## src/hw/rtl/dct8_pkg.sv

```systemverilog
// Shared types, widths and shift-add constant multipliers of the 8-point AAN forward DCT.
package dct8_pkg;

  localparam int SAMPLE_BITS = 12;
  localparam int COEF_BITS   = 17;
  // Internal headroom: the largest odd output stays below 8 * 2^SAMPLE_BITS.
  localparam int ACC_BITS    = SAMPLE_BITS + 6;
  localparam int STAGES      = 5;

  localparam int RND_16  = 16;
  localparam int RND_32  = 32;
  localparam int RND_64  = 64;
  localparam int RND_128 = 128;

  typedef logic signed [SAMPLE_BITS-1:0] sample_t;
  typedef logic signed [COEF_BITS-1:0]   coef_t;
  typedef logic signed [ACC_BITS-1:0]    acc_t;

  // ~0.70703
  function automatic acc_t m707(input acc_t x);
    acc_t a32;
    acc_t a128;
    a32  = x + acc_t'(RND_32);
    a128 = x + acc_t'(RND_128);
    return (x >>> 1) + (x >>> 3) + (x >>> 4) + (a32 >>> 6) + (a128 >>> 8);
  endfunction

  // ~0.53906
  function automatic acc_t m541(input acc_t x);
    acc_t a16;
    acc_t a64;
    a16 = x + acc_t'(RND_16);
    a64 = x + acc_t'(RND_64);
    return (x >>> 1) + (a16 >>> 5) + (a64 >>> 7);
  endfunction

  // ~0.38281
  function automatic acc_t m383(input acc_t x);
    acc_t a64;
    a64 = x + acc_t'(RND_64);
    return (x >>> 2) + (x >>> 3) + (a64 >>> 7);
  endfunction

  // ~1.30859
  function automatic acc_t m1307(input acc_t x);
    return x + (x >>> 2) + (x >>> 5) + (x >>> 6) + (x >>> 7) + (x >>> 8);
  endfunction

endpackage

```

## src/hw/rtl/dct8_aan_forward.sv

```systemverilog
// Eight-point forward DCT (AAN flow, unscaled), five-stage pipeline.
//
// Input channel: in_valid / in_stall with sample_0 .. sample_7, one vector per request.
// Output channel: out_valid / out_stall with coef_0 .. coef_7, one result per request.
// A request is taken on a clock edge where valid is high and stall is low.
//
// Path: a taken request passes the stage registers in order (butterflies, even/odd sums,
// constant multipliers, rotation sums, outputs), and its result then waits on the output
// registers until it is taken.
// Throughput: one vector per cycle unless stalled; each multiplier is a fixed shift-add tree.
//
// Stall: each stage loads whenever it is empty or the stage after it moves, so bubbles
// close up; in_stall rises only when all five stages hold data and out_stall is high.
// A stalled result holds its value until taken.
//
// Reset (rst, synchronous): clears all stage valid bits; no result is shown until a
// new request has passed the pipeline. Coefficients wrap to their low 17 bits.
module dct8_aan_forward (
  input  logic             clk,
  input  logic             rst,
  input  logic             in_valid,
  output logic             in_stall,
  input  dct8_pkg::sample_t sample_0,
  input  dct8_pkg::sample_t sample_1,
  input  dct8_pkg::sample_t sample_2,
  input  dct8_pkg::sample_t sample_3,
  input  dct8_pkg::sample_t sample_4,
  input  dct8_pkg::sample_t sample_5,
  input  dct8_pkg::sample_t sample_6,
  input  dct8_pkg::sample_t sample_7,
  output logic             out_valid,
  input  logic             out_stall,
  output dct8_pkg::coef_t  coef_0,
  output dct8_pkg::coef_t  coef_1,
  output dct8_pkg::coef_t  coef_2,
  output dct8_pkg::coef_t  coef_3,
  output dct8_pkg::coef_t  coef_4,
  output dct8_pkg::coef_t  coef_5,
  output dct8_pkg::coef_t  coef_6,
  output dct8_pkg::coef_t  coef_7
);

  logic [dct8_pkg::STAGES-1:0] vld;
  logic [dct8_pkg::STAGES-1:0] en;

  // stage 1: first butterflies
  dct8_pkg::acc_t s07, s16, s25, s34, d07, d16, d25, d34;
  // stage 2: even and odd sums
  dct8_pkg::acc_t e0, e1, e2, e3, o0, o1, o2, d07_2;
  // stage 3: constant multipliers
  dct8_pkg::acc_t c0_3, c4_3, e3_3, r2, rot, p541, p1307, kc, d07_3;
  // stage 4: rotation sums
  dct8_pkg::acc_t c0_4, c4_4, c2_4, c6_4, ka, kb, up, dn;

  // Load a stage when it is empty or its contents move on this edge.
  always_comb begin
    en[dct8_pkg::STAGES-1] = !vld[dct8_pkg::STAGES-1] || !out_stall;
    for (int k = dct8_pkg::STAGES - 2; k >= 0; k--) begin
      en[k] = !vld[k] || en[k+1];
    end
  end

  assign in_stall  = !en[0];
  assign out_valid = vld[dct8_pkg::STAGES-1];

  always_ff @(posedge clk) begin
    if (rst) begin
      vld <= '0;
    end else begin
      if (en[0]) begin
        vld[0] <= in_valid;
      end
      for (int k = 1; k < dct8_pkg::STAGES; k++) begin
        if (en[k]) begin
          vld[k] <= vld[k-1];
        end
      end
    end
  end

  always_ff @(posedge clk) begin
    if (en[0] && in_valid) begin
      s07 <= dct8_pkg::acc_t'(sample_0) + dct8_pkg::acc_t'(sample_7);
      d07 <= dct8_pkg::acc_t'(sample_0) - dct8_pkg::acc_t'(sample_7);
      s16 <= dct8_pkg::acc_t'(sample_1) + dct8_pkg::acc_t'(sample_6);
      d16 <= dct8_pkg::acc_t'(sample_1) - dct8_pkg::acc_t'(sample_6);
      s25 <= dct8_pkg::acc_t'(sample_2) + dct8_pkg::acc_t'(sample_5);
      d25 <= dct8_pkg::acc_t'(sample_2) - dct8_pkg::acc_t'(sample_5);
      s34 <= dct8_pkg::acc_t'(sample_3) + dct8_pkg::acc_t'(sample_4);
      d34 <= dct8_pkg::acc_t'(sample_3) - dct8_pkg::acc_t'(sample_4);
    end
  end

  always_ff @(posedge clk) begin
    if (en[1] && vld[0]) begin
      e0    <= s07 + s34;
      e3    <= s07 - s34;
      e1    <= s16 + s25;
      e2    <= s16 - s25;
      o0    <= d34 + d25;
      o1    <= d25 + d16;
      o2    <= d16 + d07;
      d07_2 <= d07;
    end
  end

  always_ff @(posedge clk) begin
    if (en[2] && vld[1]) begin
      c0_3  <= e0 + e1;
      c4_3  <= e0 - e1;
      e3_3  <= e3;
      r2    <= dct8_pkg::m707(e2 + e3);
      rot   <= dct8_pkg::m383(o0 - o2);
      p541  <= dct8_pkg::m541(o0);
      p1307 <= dct8_pkg::m1307(o2);
      kc    <= dct8_pkg::m707(o1);
      d07_3 <= d07_2;
    end
  end

  always_ff @(posedge clk) begin
    if (en[3] && vld[2]) begin
      c0_4 <= c0_3;
      c4_4 <= c4_3;
      c2_4 <= e3_3 + r2;
      c6_4 <= e3_3 - r2;
      ka   <= p541 + rot;
      kb   <= p1307 + rot;
      up   <= d07_3 + kc;
      dn   <= d07_3 - kc;
    end
  end

  // Output registers; wrap to the coefficient width.
  always_ff @(posedge clk) begin
    if (en[4] && vld[3]) begin
      coef_0 <= dct8_pkg::coef_t'(c0_4);
      coef_4 <= dct8_pkg::coef_t'(c4_4);
      coef_2 <= dct8_pkg::coef_t'(c2_4);
      coef_6 <= dct8_pkg::coef_t'(c6_4);
      coef_1 <= dct8_pkg::coef_t'(dct8_pkg::acc_t'(up + kb));
      coef_7 <= dct8_pkg::coef_t'(dct8_pkg::acc_t'(up - kb));
      coef_5 <= dct8_pkg::coef_t'(dct8_pkg::acc_t'(dn + ka));
      coef_3 <= dct8_pkg::coef_t'(dct8_pkg::acc_t'(dn - ka));
    end
  end

endmodule

```

## config.mk

```make
export PLATFORM = sky130hd
export DESIGN_NAME = dct8_aan_forward
export DESIGN_NICKNAME = d
export VERILOG_FILES = /design/src/hw/rtl/dct8_pkg.sv /design/src/hw/rtl/dct8_aan_forward.sv
export SDC_FILE = /design/constraint.sdc
export NUM_CORES = 2
export LEC_CHECK = 0
export ABC_AREA = 1
export BUFFER_PORTS_ARGS = -buffer_cell sky130_fd_sc_hd__buf_2
export CAP_MARGIN = 20
export CORE_MARGIN = 3
export CORE_UTILIZATION = 55
export DETAILED_ROUTE_END_ITERATION = 7
export GPL_TIMING_DRIVEN = 0
export MAX_ROUTING_LAYER = met4
export PLACE_DENSITY_LB_ADDON = 0.25
export SYNTH_ARGS = -nofsm -noshare
export SYNTH_HDL_FRONTEND = slang
export SYNTH_SLANG_ARGS = --single-unit
export TNS_END_PERCENT = 10
```

## constraint.sdc

```tcl
create_clock -name clk -period 9.5 [get_ports clk]
set_clock_uncertainty 0.2 [all_clocks]
set_input_delay 0 -clock clk [delete_from_list [all_inputs] [get_ports clk]]
set_output_delay 0 -clock clk [all_outputs]
set_load 0.01 [all_outputs]
```

==> After elaboration in Yosys (flattened, before gate mapping) <==
Cells that the tools add are included.
{ "totals": {"input_bits": 100, "regBits": 682, "out_inout_bits": 138} }
{ "classes": {"add_sub_neg": 53, "reduce_logical": 17} }
{ "op_table": {"columns": ["op", "count"], "rows": [
  ["$add A17 B17 Y17", 6],
  ["$sub A17 B17 Y17", 4],
  ["$add A18 B18 Y18", 3],
  ["$add A12 B12 Y13", 4],
  ["$sub A12 B12 Y13", 4],
  ["$add A17 B10 Y17", 3],
  ["$add A17 B11 Y17", 3],
  ["$add A17 B12 Y17", 3],
  ["$add A18 B7 Y18 const B", 2],
  ["$add A18 B8 Y18 const B", 2],
  ["$add A18 B9 Y18 const B", 2],
  ["$add A17 B13 Y17", 2],
  ["$add A17 B14 Y17", 2],
  ["$add A17 B15 Y17", 2],
  ["$add A13 B13 Y14", 2],
  ["$sub A13 B13 Y14", 2],
  ["$add A18 B13 Y18", 1],
  ["$add A18 B6 Y18 const B", 1],
  ["$sub A18 B18 Y18", 1],
  ["$add A13 B17 Y17", 1],
  ["$add A16 B15 Y17", 1],
  ["$add A17 B16 Y17", 1],
  ["$sub A13 B17 Y17", 1],
  ["$logic_not A1 Y1", 7],
  ["2 further kinds", 10]
]} }

==> Logic depth before layout (Yosys ltp) <==
{ "depth": {"depth_word": 7, "depth_mapped": 28, "depth_no_buf": 28} }

==> Worst setup path before layout <==
Ideal clock, no wire load.
{ "synth_timing": {"path_kind": "reg-to-reg", "start": "register vld[3] in the netlist's numbering", "end": "register coef_0[0], enable pin", "arrival_ns": 6.710, "path_stages_with_launch": 3, "period_less_slack_ns": 7.576, "slack_ns": 1.924, "cell_sequence": "dfxtp_1 -> inv_1 -> a21oi_1"} }
{ "synth_between": {"elab_chain_cells": 1} }
{ "synth_lines": {"columns": ["element", "line_no", "text"], "rows": [
  ["start, declared", "dct8_aan_forward.sv:43", "logic [dct8_pkg::STAGES-1:0] vld;"],
  ["start signal, assigned by index", "dct8_aan_forward.sv:75", "vld[k] <= vld[k-1];"],
  ["$logic_and A1 B1 Y1", "dct8_aan_forward.sv:136", "if (en[4] && vld[3]) begin"],
  ["end signal, assigned", "dct8_aan_forward.sv:137", "coef_0 <= dct8_pkg::coef_t'(c0_4);"],
  ["end, declared", "dct8_aan_forward.sv:33", "output dct8_pkg::coef_t coef_0,"]
]} }
No other way between the ends.
A chain may end at the register's enable or synchronous reset.

==> run metrics <==
status complete, no violations; largest area contributor in the netlist edfxtp_1; P_int between 10 and 15 mW; Row Count approximately 100; met2 Usage GRT 39.75%; Arr. time, crit path 6.65 ns; Starting Density between 50% and 60%; Synth async-reset ratio 0%; critical path type flip-flop to flip-flop; clk slew on worst S/H paths ~0.06 ns; n_diodes 0; VDD IR-drop max approximately 0.57 mV; core area about 81000 um2; number of synthesized flops with an enable pin between 600 and 700; Combinational Power Share between 60 and 70%; final net count 5850; Mapped Cells 4500; Chip Width 293.9 um; MaxCap Viol Count 0; Peak Freq around 0.15 GHz; most instantiated cells after synthesis inv_1 (768), edfxtp_1 (630), nand2_1 (583); die height approximately 290 um; ys flop type edfxtp_1; Die ar. 86400 um2; pin count of the biggest net entering global routing 100; Yosys top cell area share between 40% and 50%; Unique masters post-synth 58; Post-CTS Repair Setup Buffers 0; Synth-to-Final Area Change 16.35%; synthesized net count between 5000 and 6000; final count of hold timing violations 0; Syn. warnings 0; CP cell instances ha_1 -> fa_1 -> nand3_1 -> nand3_1 -> a21oi_1 -> xnor2_2 -> ha_1 -> nand2_1 -> nor2_1 -> xor2_1 -> o21ai_0 -> fa_1 -> inv_1 -> fa_1 -> inv_1 -> ha_1 -> a21oi_1 -> a21boi_0 -> o21ai_0 -> a21o_1 -> a21oi_1 -> o21ai_0 -> xor2_1; final instance area between 50000 and 60000 um2; Synth Register Bits between 600 and 700; Seq pwr share a little under a quarter; final setup TNS 0 ns; Final period util 68.15%; grt ovf 0; worst skew pair latency between 0.6 and 0.7 ns; first-pass detailed-route iteration total 6; Buffers on Ports approximately 240; clock sinks roughly 640; share of layout cells above drive strength 1 ~8.5%; Final ANT Viol Nets 0; CTS Root Cell clkbuf_16; vias post-DR ~33000; worst slew pin tran around 0.86 ns; Post-Place Cells 5811; Routed WL around 110 mm; Critical Path End Type flip-flop; io pins between 200 and 250; Slew Limit Fails 0; Slew HR a little over two fifths; Power Density 383.9 nW/um2; LEAKAGE between 20 and 25 nW; RSZ-0062 raised after global routing false; first-pass GRT wire length ~170 mm; cts bufs inserted 72; Bufs on Longest Clock Path 3; CTS H-Tree Depth 3; Slowest-stage cell, CP fa_1; fin cells between 6000 and 7000; grt met1 use 36.61%; Clk pwr share 13.6%; minimum clock period 6.474 ns; Hold Path Class input port to flip-flop; total track usage 25.64%; grt met3 use 3.004%; gr busiest metal met2; top flop regs o0: 18 flops, o2: 18 flops; count leader, synth inv_1; HPWL after detailed placement 85.15 mm; Final Wtd Congestion between 0.9 and 1; Area after DPL between 40000 and 50000 um2; critical path's largest stage delay about 0.56 ns; Starting DRT DRC Count about 2200; maximum fanout along the worst path 6; routed len/inst 17.48 um; R2R Setup Slk 3.03 ns; Sw Ratio between 40% and 50%; CP Data Required Time a little under 10 ns; NetSw 9.354 mW; post-synthesis sequential area ratio around two fifths; largest cells by area after synthesis edfxtp_1 (41%), ha_1 (14%), fa_1 (8.2%), xor2_1 (7.8%), inv_1 (6.3%); syn_area_per_cell 10.13 um2; CP Launch Type flip-flop; Final setup viols 0; CTS tree done; final core occ between 60 and 70%; mean number of vias per cell between 5 and 6; vias in the first global route 31800; post-synthesis cell area 45600 um2; antenna violations before repair 4; detailed-route DRC error count 0
==> timing repair <==
| item | 4_1_cts | 5_1_grt |
|---|---|---|
| gates resized for setup | 0 | 0 |
| endpoints found under the hold margin | 211 | 0 |
| hold buffers | 218 | 0 |
==> power by group through the flow <==
| stage | sequential, mW | clock [mW] | combinational [mW] |
|---|---|---|---|
| after global routing | 4.84 | 2.95 | 14.5 |
| after global placement | 4.86 | 0 | 12.2 |
| after floorplan | 4.71 | 0 | 9.49 |
| after detailed placement | 4.86 | 0 | 12.5 |
| after CTS | 4.80 | 2.84 | 12.7 |
| final | 4.79 | 2.78 | 12.8 |
==> kinds of logic (layout without fill, tap and decap cells) <==
| kind of cell | after synthesis | after routing | synth area share, % |
|---|---|---|---|
| multiplexers | 3 | 3 | 0.06859 |
| adder cells (fa/ha/maj) | 707 | 707 | 22.46 |
| XOR/XNOR | 482 | 482 | 9.290 |
| AND/OR/NAND/NOR | 989 | 989 | 9.148 |
| buffers and inverters | 849 | 1448 | 7.084 |
| flip-flops | 635 | 635 | 41.71 |
| AO/OA/AOI/OAI | 835 | 835 | 10.24 |
==> routing by layer <==
metal  wire length, um  share of wire, %
met5                 0                 0
met4              1963               1.8
met3              6251               5.8
met2             48510                45
met1             50960                47
==> worst max-delay path, delay by kind of cell, from the launching register on <==
kind	cells	cell delay, ns
flip-flops	1	0.46
XOR/XNOR	3	0.62
buffers and inverters	2	0.09
AND/OR/NAND/NOR	4	0.53
AO/OA/AOI/OAI	8	1.80
adder cells (fa/ha/maj)	6	2.49
==> final cells by class <==
class                      count  area, um2
fill                        6382      28270
multi-input combinational   3016      23380
sequential                   635      19020
timing repair buffer         469       3686
inverter                     769       2894
clock buffer                  83       1843
tap                         1060       1326
clock inverter                47      568.0
buffer                        80      344.1
==> stage by stage <==
step                worst slack (ns)  hold WS [ns]  total power [mW]
floorplan                      1.924       -0.1309             14.20
global placement             -0.3268       0.02563             17.08
detailed placement             3.182       0.02626             17.31
CTS                            3.116       0.01381             20.32
global route                   2.584       0.04521             22.29
finish                         3.026       0.03964             20.37
==> path summary, 6_finish.rpt <==
path | startpoint | end | cells after the start
max | e0[0] | r2[12] | 23
min | sample_1[0] | d16[2] | 5
max reg2reg | e0[0] | r2[12] | 23
min reg2reg | c4_4[9] | coef_4[9] | 0
==> cell usage in the layout (no fill, tap or decap), drive strengths merged, types with 186 or more instances in the layout <==
master / count
o21ai: 210
xor2: 406
a21oi: 456
nand2: 592
buf: 273
dlygate4sd3: 218
fa: 186
inv: 775
edfxtp: 630
ha: 521
No activity file was read; power rests on OpenSTA's default activity.
